**config.mk**
```make
export PLATFORM = sky130hd
export DESIGN_NAME = best_fit_page_span_allocator_unit
export DESIGN_NICKNAME = d
export VERILOG_FILES = /design/src/sv/bfpsa_pkg.sv /design/src/sv/best_fit_page_span_allocator_unit.sv /design/src/sv/bfpsa_ram.sv
export VERILOG_INCLUDE_DIRS = /design/src /design/src/sv
export SDC_FILE = /design/constraint.sdc
export NUM_CORES = 2
export LEC_CHECK = 0
export ABC_AREA = 1
export BUFFER_PORTS_ARGS = -buffer_cell sky130_fd_sc_hd__clkbuf_2
export CAP_MARGIN = 20
export CORE_AREA = 2 2 562 564
export DETAILED_ROUTE_END_ITERATION = 7
export DIE_AREA = 0 0 564 566
export GPL_TIMING_DRIVEN = 1
export RECOVER_POWER = 50
export SETUP_SLACK_MARGIN = 0.02
export SKIP_LAST_GASP = 1
export SYNTH_ARGS = -nofsm -noshare
export SYNTH_HDL_FRONTEND = slang
export SYNTH_SLANG_ARGS = --single-unit
```
**constraint.sdc**
```tcl
create_clock -name aclk -period 17.29 [get_ports aclk]
set_clock_uncertainty 0.05 [all_clocks]
set_input_delay 1.729 -clock aclk [delete_from_list [all_inputs] [get_ports aclk]]
set_output_delay 1.729 -clock aclk [all_outputs]
set_load 0.1 [all_outputs]
```
**src/sv/assert_macros.svh**
```systemverilog
// Assertion macros shared by the span allocator RTL.
`ifndef ASSERT_MACROS_SVH
`define ASSERT_MACROS_SVH

// Same-cycle implication, clocked on aclk, off during reset.
`define BFPSA_ASSERT_NOW(lbl, ante, cons, msg) \
    lbl: assert property (@(posedge aclk) disable iff (!aresetn) (ante) |-> (cons)) \
        else $error(msg);

// Next-cycle implication, clocked on aclk, off during reset.
`define BFPSA_ASSERT_NEXT(lbl, ante, cons, msg) \
    lbl: assert property (@(posedge aclk) disable iff (!aresetn) (ante) |=> (cons)) \
        else $error(msg);

`endif

```
**src/sv/bfpsa_pkg.sv**
```systemverilog
// Types and constants of the best-fit page span allocator.
`default_nettype none
package bfpsa_pkg;

    localparam int ADDR_W  = 12;
    localparam int LEN_W   = 13;
    localparam int START_W = 16;
    localparam int AGE_W   = 16;
    localparam int STAT_W  = 2;

    localparam logic [LEN_W-1:0] LEN_MAX         = 13'h1FFF;
    localparam logic [LEN_W-1:0] POOL_LIMIT_INIT = 13'd4096;

    localparam logic MODE_ALLOC   = 1'b0;
    localparam logic MODE_RELEASE = 1'b1;

    localparam logic [STAT_W-1:0] ST_OK         = 2'd0;
    localparam logic [STAT_W-1:0] ST_EXHAUSTED  = 2'd1;
    localparam logic [STAT_W-1:0] ST_UNKNOWN    = 2'd2;
    localparam logic [STAT_W-1:0] ST_TABLE_FULL = 2'd3;

    typedef struct packed {
        logic              mode;
        logic [LEN_W-1:0]  page_count;
        logic [ADDR_W-1:0] page_addr;
    } req_t;

    typedef struct packed {
        logic [ADDR_W-1:0] granted_addr;
        logic [STAT_W-1:0] status;
    } rsp_t;

endpackage
`default_nettype wire

```
**src/sv/best_fit_page_span_allocator_unit.sv**
```systemverilog
// Top level of the best-fit page span allocator with successor coalescing.
`default_nettype none
`include "assert_macros.svh"
// Best-fit page span allocator. One transaction on the s_ channel is either an
// allocate (mode 0) or a release (mode 1); each gives exactly one transaction
// on the m_ channel with the granted first page and a status code. Span start,
// length and age live in three small RAMs that one sequencer walks one entry
// per cycle; the per-entry valid, registered and free flags are flip-flops.
// A release takes one table walk. A granted allocate takes a best-fit walk,
// then a second walk that retires stale registrations of the granted start
// page. A refused allocate skips the second walk, like a release. Both walks
// share the RAM read port. The block takes no new transaction while one is
// in flight; a finished result sits in the output register until taken, and
// the block reports ready again as soon as it is there. pool_limit is written
// through cfg_wr_en / cfg_wr_data; the user must write it only while idle,
// which the block itself does not enforce. The fresh region is bounded by
// min(pool_limit, POOL_PAGES). No clearing pass is needed after reset.
module best_fit_page_span_allocator_unit #(
    parameter int POOL_PAGES   = 4096,
    parameter int SPAN_ENTRIES = 64
) (
    input  wire logic                          aclk,
    input  wire logic                          aresetn,
    input  wire logic                          cfg_wr_en,
    input  wire logic [bfpsa_pkg::LEN_W-1:0]   cfg_wr_data,
    input  wire logic                          s_valid,
    output logic                               s_ready,
    input  wire bfpsa_pkg::req_t               s_data,
    output logic                               m_valid,
    input  wire logic                          m_ready,
    output bfpsa_pkg::rsp_t                    m_data
);

    localparam int IDX_W = $clog2(SPAN_ENTRIES);
    localparam int CNT_W = $clog2(SPAN_ENTRIES + 1);
    localparam logic [CNT_W-1:0] CNT_END = CNT_W'(SPAN_ENTRIES);
    localparam logic [16:0]      POOL_LIM = 17'(POOL_PAGES);

    typedef enum logic [2:0] {
        S_IDLE, S_SCAN, S_DECIDE, S_WRITE2, S_REG, S_RESULT
    } state_t;

    localparam int LW = bfpsa_pkg::LEN_W;
    localparam int SW = bfpsa_pkg::START_W;
    localparam int AW = bfpsa_pkg::AGE_W;

    state_t               state_reg;
    logic [CNT_W-1:0]     cnt_reg;
    logic                 eval_vld_reg;
    logic [IDX_W-1:0]     eval_idx_reg;
    bfpsa_pkg::req_t      req_reg;
    logic [LW-1:0]        pool_limit_reg;
    logic [LW-1:0]        fresh_mark_reg;
    logic [AW-1:0]        age_ctr_reg;
    logic [SPAN_ENTRIES-1:0] valid_reg, regd_reg, free_reg;

    // best-fit and empty-slot trackers
    logic                 best_found_reg;
    logic [IDX_W-1:0]     best_idx_reg;
    logic [LW-1:0]        best_len_reg;
    logic [AW-1:0]        best_dist_reg;
    logic [SW-1:0]        best_start_reg;
    logic                 empty_found_reg;
    logic [IDX_W-1:0]     empty_idx_reg;

    // release trackers: owner entry and first two successor candidates
    logic                 e_found_reg, n1_found_reg, n2_found_reg;
    logic [IDX_W-1:0]     e_idx_reg, n1_idx_reg, n2_idx_reg;
    logic [LW-1:0]        e_len_reg, n1_len_reg, n2_len_reg;

    // registration pass target
    logic [SW-1:0]        reg_start_reg;
    logic [IDX_W-1:0]     reg_idx_reg;

    logic [bfpsa_pkg::ADDR_W-1:0] res_addr_reg;
    logic [bfpsa_pkg::STAT_W-1:0] res_status_reg;
    logic                 m_valid_reg;
    bfpsa_pkg::rsp_t      m_data_reg;

    // RAM ports
    logic [IDX_W-1:0] raddr;
    logic [SW-1:0]    rd_start;
    logic [LW-1:0]    rd_len;
    logic [AW-1:0]    rd_age;
    logic             start_we, len_we, age_we;
    logic [IDX_W-1:0] start_wa, len_wa, age_wa;
    logic [SW-1:0]    start_wd;
    logic [LW-1:0]    len_wd;

    assign raddr = cnt_reg[IDX_W-1:0];

    bfpsa_ram #(.WIDTH(SW), .DEPTH(SPAN_ENTRIES)) u_start_ram (
        .aclk(aclk), .we(start_we), .waddr(start_wa), .wdata(start_wd),
        .raddr(raddr), .rdata(rd_start)
    );
    bfpsa_ram #(.WIDTH(LW), .DEPTH(SPAN_ENTRIES)) u_len_ram (
        .aclk(aclk), .we(len_we), .waddr(len_wa), .wdata(len_wd),
        .raddr(raddr), .rdata(rd_len)
    );
    bfpsa_ram #(.WIDTH(AW), .DEPTH(SPAN_ENTRIES)) u_age_ram (
        .aclk(aclk), .we(age_we), .waddr(age_wa), .wdata(age_ctr_reg),
        .raddr(raddr), .rdata(rd_age)
    );

    // Per-entry evaluation of the word just read.
    logic          ev_v, ev_r, ev_f;
    logic [AW-1:0] ev_dist;
    logic [SW-1:0] next_addr;
    logic          a_better, a_empty, r_own, r_succ, g_hit;

    always_comb begin
        ev_v      = eval_vld_reg & valid_reg[eval_idx_reg];
        ev_r      = regd_reg[eval_idx_reg];
        ev_f      = free_reg[eval_idx_reg];
        ev_dist   = age_ctr_reg - rd_age;
        next_addr = SW'(req_reg.page_addr) + SW'(req_reg.page_count);
        a_better  = ev_v & ev_f & (rd_len >= req_reg.page_count) &
                    (!best_found_reg || (rd_len < best_len_reg) ||
                     ((rd_len == best_len_reg) && (ev_dist < best_dist_reg)));
        a_empty   = eval_vld_reg & !valid_reg[eval_idx_reg] & !empty_found_reg;
        r_own     = ev_v & ev_r & (rd_start == SW'(req_reg.page_addr)) & !e_found_reg;
        r_succ    = ev_v & ev_r & ev_f & (rd_start == next_addr);
        g_hit     = ev_v & ev_r & (rd_start == reg_start_reg) &
                    (eval_idx_reg != reg_idx_reg);
    end

    // Decision after the first walk.
    logic [16:0]      limit;
    logic             fresh_bad, split, nxt_found, dec_ok;
    logic [IDX_W-1:0] nxt_idx;
    logic [LW-1:0]    nxt_len;
    logic [LW:0]      merge_sum;
    logic [bfpsa_pkg::STAT_W-1:0] dec_status;

    always_comb begin
        limit     = (17'(pool_limit_reg) < POOL_LIM) ? 17'(pool_limit_reg) : POOL_LIM;
        fresh_bad = (17'(fresh_mark_reg) > limit) ||
                    (17'(req_reg.page_count) > (limit - 17'(fresh_mark_reg)));
        split     = best_len_reg > req_reg.page_count;
        if (n1_found_reg && (n1_idx_reg != e_idx_reg)) begin
            nxt_found = 1'b1;
            nxt_idx   = n1_idx_reg;
            nxt_len   = n1_len_reg;
        end else begin
            nxt_found = n2_found_reg;
            nxt_idx   = n2_idx_reg;
            nxt_len   = n2_len_reg;
        end
        merge_sum = (LW+1)'(e_len_reg) + (LW+1)'(nxt_len);

        dec_status = bfpsa_pkg::ST_OK;
        if (req_reg.mode == bfpsa_pkg::MODE_RELEASE) begin
            if (!e_found_reg) dec_status = bfpsa_pkg::ST_UNKNOWN;
        end else if (req_reg.page_count == '0) begin
            dec_status = bfpsa_pkg::ST_EXHAUSTED;
        end else if (best_found_reg) begin
            if (split && !empty_found_reg) dec_status = bfpsa_pkg::ST_TABLE_FULL;
        end else if (fresh_bad) begin
            dec_status = bfpsa_pkg::ST_EXHAUSTED;
        end else if (!empty_found_reg) begin
            dec_status = bfpsa_pkg::ST_TABLE_FULL;
        end
        dec_ok = (dec_status == bfpsa_pkg::ST_OK);

        start_we = 1'b0; start_wa = empty_idx_reg; start_wd = '0;
        len_we   = 1'b0; len_wa   = empty_idx_reg; len_wd   = '0;
        age_we   = 1'b0; age_wa   = empty_idx_reg;
        if (state_reg == S_DECIDE && dec_ok) begin
            if (req_reg.mode == bfpsa_pkg::MODE_RELEASE) begin
                len_we = nxt_found;
                len_wa = e_idx_reg;
                len_wd = (merge_sum > (LW+1)'(bfpsa_pkg::LEN_MAX)) ?
                         bfpsa_pkg::LEN_MAX : merge_sum[LW-1:0];
                age_we = 1'b1;
                age_wa = e_idx_reg;
            end else if (best_found_reg) begin
                // remainder of a split goes to the empty slot
                start_we = split;
                start_wd = best_start_reg + SW'(req_reg.page_count);
                len_we   = split;
                len_wd   = best_len_reg - req_reg.page_count;
                age_we   = split;
            end else begin
                start_we = 1'b1;
                start_wd = SW'(fresh_mark_reg);
                len_we   = 1'b1;
                len_wd   = req_reg.page_count;
                age_we   = 1'b1;
            end
        end else if (state_reg == S_WRITE2) begin
            len_we = 1'b1;
            len_wa = best_idx_reg;
            len_wd = req_reg.page_count;
        end
    end

    always_ff @(posedge aclk) begin
        if (!aresetn) begin
            state_reg      <= S_IDLE;
            cnt_reg        <= '0;
            eval_vld_reg   <= 1'b0;
            pool_limit_reg <= bfpsa_pkg::POOL_LIMIT_INIT;
            fresh_mark_reg <= '0;
            age_ctr_reg    <= '0;
            valid_reg      <= '0;
            regd_reg       <= '0;
            free_reg       <= '0;
            m_valid_reg    <= 1'b0;
        end else begin
            if (cfg_wr_en) pool_limit_reg <= cfg_wr_data;
            // S_RESULT reloads the output register itself
            if (m_valid_reg && m_ready && (state_reg != S_RESULT)) m_valid_reg <= 1'b0;

            unique case (state_reg)
                S_IDLE: begin
                    if (s_valid) begin
                        req_reg         <= s_data;
                        cnt_reg         <= '0;
                        eval_vld_reg    <= 1'b0;
                        best_found_reg  <= 1'b0;
                        empty_found_reg <= 1'b0;
                        e_found_reg     <= 1'b0;
                        n1_found_reg    <= 1'b0;
                        n2_found_reg    <= 1'b0;
                        state_reg       <= S_SCAN;
                    end
                end
                S_SCAN: begin
                    if (a_better) begin
                        best_found_reg <= 1'b1;
                        best_idx_reg   <= eval_idx_reg;
                        best_len_reg   <= rd_len;
                        best_dist_reg  <= ev_dist;
                        best_start_reg <= rd_start;
                    end
                    if (a_empty) begin
                        empty_found_reg <= 1'b1;
                        empty_idx_reg   <= eval_idx_reg;
                    end
                    if (r_own) begin
                        e_found_reg <= 1'b1;
                        e_idx_reg   <= eval_idx_reg;
                        e_len_reg   <= rd_len;
                    end
                    if (r_succ && !n1_found_reg) begin
                        n1_found_reg <= 1'b1;
                        n1_idx_reg   <= eval_idx_reg;
                        n1_len_reg   <= rd_len;
                    end else if (r_succ && !n2_found_reg) begin
                        n2_found_reg <= 1'b1;
                        n2_idx_reg   <= eval_idx_reg;
                        n2_len_reg   <= rd_len;
                    end
                    if (cnt_reg != CNT_END) begin
                        eval_vld_reg <= 1'b1;
                        eval_idx_reg <= cnt_reg[IDX_W-1:0];
                        cnt_reg      <= cnt_reg + 1'b1;
                    end else begin
                        eval_vld_reg <= 1'b0;
                        state_reg    <= S_DECIDE;
                    end
                end
                S_DECIDE: begin
                    res_status_reg <= dec_status;
                    res_addr_reg   <= '0;
                    cnt_reg        <= '0;
                    state_reg      <= S_RESULT;
                    if (dec_ok) begin
                        if (req_reg.mode == bfpsa_pkg::MODE_RELEASE) begin
                            if (nxt_found) begin
                                valid_reg[nxt_idx] <= 1'b0;
                                regd_reg[nxt_idx]  <= 1'b0;
                                free_reg[nxt_idx]  <= 1'b0;
                            end
                            free_reg[e_idx_reg] <= 1'b1;
                            age_ctr_reg         <= age_ctr_reg + 1'b1;
                        end else if (best_found_reg) begin
                            free_reg[best_idx_reg] <= 1'b0;
                            reg_start_reg          <= best_start_reg;
                            reg_idx_reg            <= best_idx_reg;
                            res_addr_reg <= best_start_reg[bfpsa_pkg::ADDR_W-1:0];
                            if (split) begin
                                valid_reg[empty_idx_reg] <= 1'b1;
                                free_reg[empty_idx_reg]  <= 1'b1;
                                regd_reg[empty_idx_reg]  <= 1'b0;
                                age_ctr_reg              <= age_ctr_reg + 1'b1;
                                state_reg                <= S_WRITE2;
                            end else begin
                                state_reg <= S_REG;
                            end
                        end else begin
                            valid_reg[empty_idx_reg] <= 1'b1;
                            free_reg[empty_idx_reg]  <= 1'b0;
                            regd_reg[empty_idx_reg]  <= 1'b0;
                            age_ctr_reg              <= age_ctr_reg + 1'b1;
                            fresh_mark_reg <= fresh_mark_reg + req_reg.page_count;
                            reg_start_reg  <= SW'(fresh_mark_reg);
                            reg_idx_reg    <= empty_idx_reg;
                            res_addr_reg   <= fresh_mark_reg[bfpsa_pkg::ADDR_W-1:0];
                            state_reg      <= S_REG;
                        end
                    end
                end
                S_WRITE2: begin
                    state_reg <= S_REG;
                end
                S_REG: begin
                    // retire older registrations of the same start page
                    if (g_hit) begin
                        regd_reg[eval_idx_reg] <= 1'b0;
                        if (!free_reg[eval_idx_reg]) valid_reg[eval_idx_reg] <= 1'b0;
                    end
                    if (cnt_reg != CNT_END) begin
                        eval_vld_reg <= 1'b1;
                        eval_idx_reg <= cnt_reg[IDX_W-1:0];
                        cnt_reg      <= cnt_reg + 1'b1;
                    end else begin
                        eval_vld_reg          <= 1'b0;
                        regd_reg[reg_idx_reg] <= 1'b1;
                        state_reg             <= S_RESULT;
                    end
                end
                S_RESULT: begin
                    if (!m_valid_reg || m_ready) begin
                        m_valid_reg             <= 1'b1;
                        m_data_reg.granted_addr <= res_addr_reg;
                        m_data_reg.status       <= res_status_reg;
                        state_reg               <= S_IDLE;
                    end
                end
                default: state_reg <= S_IDLE;
            endcase
        end
    end

    assign s_ready = (state_reg == S_IDLE);
    assign m_valid = m_valid_reg;
    assign m_data  = m_data_reg;

    `BFPSA_ASSERT_NEXT(a_busy_after_accept, s_valid && s_ready, !s_ready, "accepted while busy")
    `BFPSA_ASSERT_NOW(a_fail_addr_zero, m_valid && (m_data.status != bfpsa_pkg::ST_OK), m_data.granted_addr == '0, "failed transaction with nonzero address")
    `BFPSA_ASSERT_NEXT(a_fresh_mono, 1'b1, fresh_mark_reg >= $past(fresh_mark_reg), "fresh mark went back")
    `BFPSA_ASSERT_NEXT(a_age_step, 1'b1, (age_ctr_reg == $past(age_ctr_reg)) || (age_ctr_reg == 16'($past(age_ctr_reg) + 16'd1)), "age counter jumped")

endmodule
`default_nettype wire

```
**src/sv/bfpsa_ram.sv**
```systemverilog
// Generic single-write, single-read RAM with registered read data.
`default_nettype none
module bfpsa_ram #(
    parameter int WIDTH = 8,
    parameter int DEPTH = 64
) (
    input  wire logic                     aclk,
    input  wire logic                     we,
    input  wire logic [$clog2(DEPTH)-1:0] waddr,
    input  wire logic [WIDTH-1:0]         wdata,
    input  wire logic [$clog2(DEPTH)-1:0] raddr,
    output logic      [WIDTH-1:0]         rdata
);

    logic [WIDTH-1:0] mem [DEPTH];

    always_ff @(posedge aclk) begin
        if (we) begin
            mem[waddr] <= wdata;
        end
        rdata <= mem[raddr];
    end

endmodule
`default_nettype wire
```
==> flow_summary.json <==
{
  "hold_buffers": 0,
  "drt_wl_total_mm": 477,
  "top_regs": "u_age_ram.mem (1024), u_start_ram.mem (1024), u_len_ram.mem (832)",
  "cts_max_level": 5,
  "cp_slowest_stage_delay_ns": 3.98,
  "status": "finished, violations left",
  "fin_crit_sh_pct": 69.9,
  "ys.flop_type": "edfxtp_1",
  "cp_slowest_cell": "clkinvlp_2",
  "fmax_mhz": 82.7,
  "crit_buf_inv": 4,
  "coreArea_mm2": 0.313,
  "finalHoldViolCount": 0,
  "portBuffers": 59,
  "async_reset_ff_share_pct": 0,
  "drc": 17,
  "dp_slack_ns": 9.93,
  "grt_pass1_wl_mm": 691,
  "place_hpwl_mm": 289,
  "whs_ns": 0.368,
  "period_needed_ns": 12.09,
  "syn-num-nets": 13700,
  "post_cts_buffers": 0,
  "crit_arrival_ns": 12.71,
  "clk_transition_reported_paths_ns": 0.06,
  "io_pins": 60,
  "tns_ns": 0,
  "synth_edf_count": 3081,
  "antenna_left": 0,
  "utilization_pct": 51.9,
  "post_synth_num_cell_types": 69,
  "crit_path_frequent_cell": "o21ai_0",
  "cp-end-kind": "flop",
  "power.density_mw_per_mm2": 114,
  "critical_path.max_fanout": 167,
  "drt_iter0_drc": 16500,
  "wl_per_cell_um": 26.8,
  "max-vdd-ir-drop_uv": 80.4,
  "netlist_instances": 13500,
  "rows": 206,
  "crit_chain": "clkinvlp_2, clkbuf_1, buf_4, buf_12, o21ai_0, o221ai_1, o211ai_1, a31oi_1, o21ai_0, o21ai_0",
  "crit_path_start_kind": "flop",
  "track_usage_pct": 28.9,
  "power_leakage_nw": 51.1,
  "clk_path_buf_depth": 4,
  "cts-resized-gates": 0,
  "hold_depth": 0,
  "critical_path_required_ns": 17.91,
  "vias": 109000,
  "synth_warnings": 0,
  "cts_made_buffers": 357,
  "dieWidth_um": 564,
  "hold_class": "flop to flop",
  "cp.depth": 10,
  "syn_area_per_cell_um2": 10.9,
  "setup_violations": 0,
  "syn_area_mm2": 0.147,
  "grt_pass1_vias": 101000,
  "drive_above_1_share_pct": 6.64,
  "via_per_inst": 6.15,
  "clockRootBuffer": "clkbuf_16",
  "critPathTopFamily": "buffers and inverters",
  "violations": "design-rule violations, max-capacitance violations, max-slew violations",
  "synth-seq-cells": 3372,
  "synth_seq_area_share_pct": 67.0,
  "cts_tree": "done",
  "gp_congestion": 0.973,
  "layout-area-overhead-vs-synth_pct": 10.9,
  "cts_sinks": 3372,
  "initial_utilization_pct": 46.8,
  "worstMarginPinSlew_ns": 7.42,
  "insertion_delay_ns": 0.96,
  "die_h_um": 566,
  "worst_slack_ns": 5.20,
  "max_slew_margin_pct": -395,
  "die-area_mm2": 0.319,
  "reg2reg_depth": 10,
  "rsz0062_at_grt": "false",
  "path_class": "flop to flop",
  "fin_nets": 13500,
  "first_pass_iters": 8,
  "overflow": 0,
  "grt_max_degree": 194,
  "antenna_found_initial": 17,
  "cap_violations": 81,
  "slew_viol_final": 3573
}
==> power breakdown <==
| group | internal [mW] | switching (mW) | total (mW) |
|---|---|---|---|
| sequential | 8.90 | 0.0951 | 9.00 |
| clock | 4.32 | 3.24 | 7.56 |
| combinational | 0.464 | 1.44 | 1.90 |
| total | 13.7 | 4.77 | 18.5 |
==> layout make-up <==
type	count	area [um2]
diodes	6	15.0
clock buffers	459	9680
clock inverters	191	1780
fillers	27300	151000
inverters	677	2580
multi-input cells	8568	42700
flip-flops and latches	3372	98400
well taps	4160	5200
repair buffers	353	2350
==> worst register-to-register path: stages (launching register included) <==
cell and delay [ns]:
dfxtp_1 1.95, clkinvlp_2 4.00, clkbuf_1 1.92, buf_4 0.90, buf_12 0.35, o21ai_0 0.51
o221ai_1 0.23, o211ai_1 0.52, a31oi_1 0.29, o21ai_0 0.61, o21ai_0 0.48
==> stage by stage <==
step | instance area [um2] | cells | total power [mW]
after global routing | 163000 | 17800 | 19.0
after global placement | 152000 | 17100 | 11.0
after floorplan | 147000 | 13500 | 10.4
after CTS | 163000 | 17700 | 18.5
after detailed placement | 152000 | 17100 | 11.0
final | 163000 | 17800 | 18.5
==> placed cells by master (no fill, tap or decap), types with 66 or more instances in the layout <==
cell type,count
edfxtp_1,3081
a21oi_1,422
dfxtp_1,280
o21ai_0,2195
o221ai_1,199
ha_1,149
a31oi_1,165
clkbuf_1,189
inv_1,663
nand4_1,66
o211ai_1,85
clkbuf_16,366
nor2_1,2291
nand2_1,1543
o22ai_1,506
nor3_1,155
clkinv_1,66
buf_4,180
nand3_1,349
==> cell usage after synthesis, types with 65 or more instances <==
library cell / instances / area [um2]
edfxtp_1: 3081 / 92500
nor2_1: 2336 / 8770
o21ai_0: 2200 / 11000
nand2_1: 1543 / 5790
clkbuf_1: 741 / 2780
inv_1: 665 / 2500
o22ai_1: 506 / 3170
a21oi_1: 424 / 2120
nand3_1: 341 / 1710
dfxtp_1: 291 / 5830
o221ai_1: 199 / 1740
nor3_1: 167 / 836
a31oi_1: 165 / 1030
ha_1: 149 / 1860
o211ai_1: 85 / 638
nand4_1: 65 / 407
==> metal layers <==
layer | up-vias | part of all wire [%] | global-route usage (%)
li1 | 48300 | - | -
met1 | 53900 | 42 | 42.7
met2 | 6334 | 44 | 42.8
met3 | 928 | 11 | 5.70
met4 | 6 | 3.4 | 9.44
met5 | - | 0.0086 | 0
==> cells by family after synthesis <==
logic type	synth area share [%]
simple gates	12.6
fa+ha+maj	1.37
compound gates	14.4
flops	67.0
xor+xnor	0.585
buf+inv	4.02
mux	0.0136
==> final timing paths <==
kind	endpoint	slack (ns)	start
worst max-delay path	u_start_ram.rdata[6]	5.20	cnt_reg[0]
worst min-delay path	m_data[13]	0.37	res_addr_reg[11]
worst max register to register	u_start_ram.rdata[6]	5.20	cnt_reg[0]
worst min register to register	m_data[13]	0.37	res_addr_reg[11]
Power figures use the tool's default switching activity.
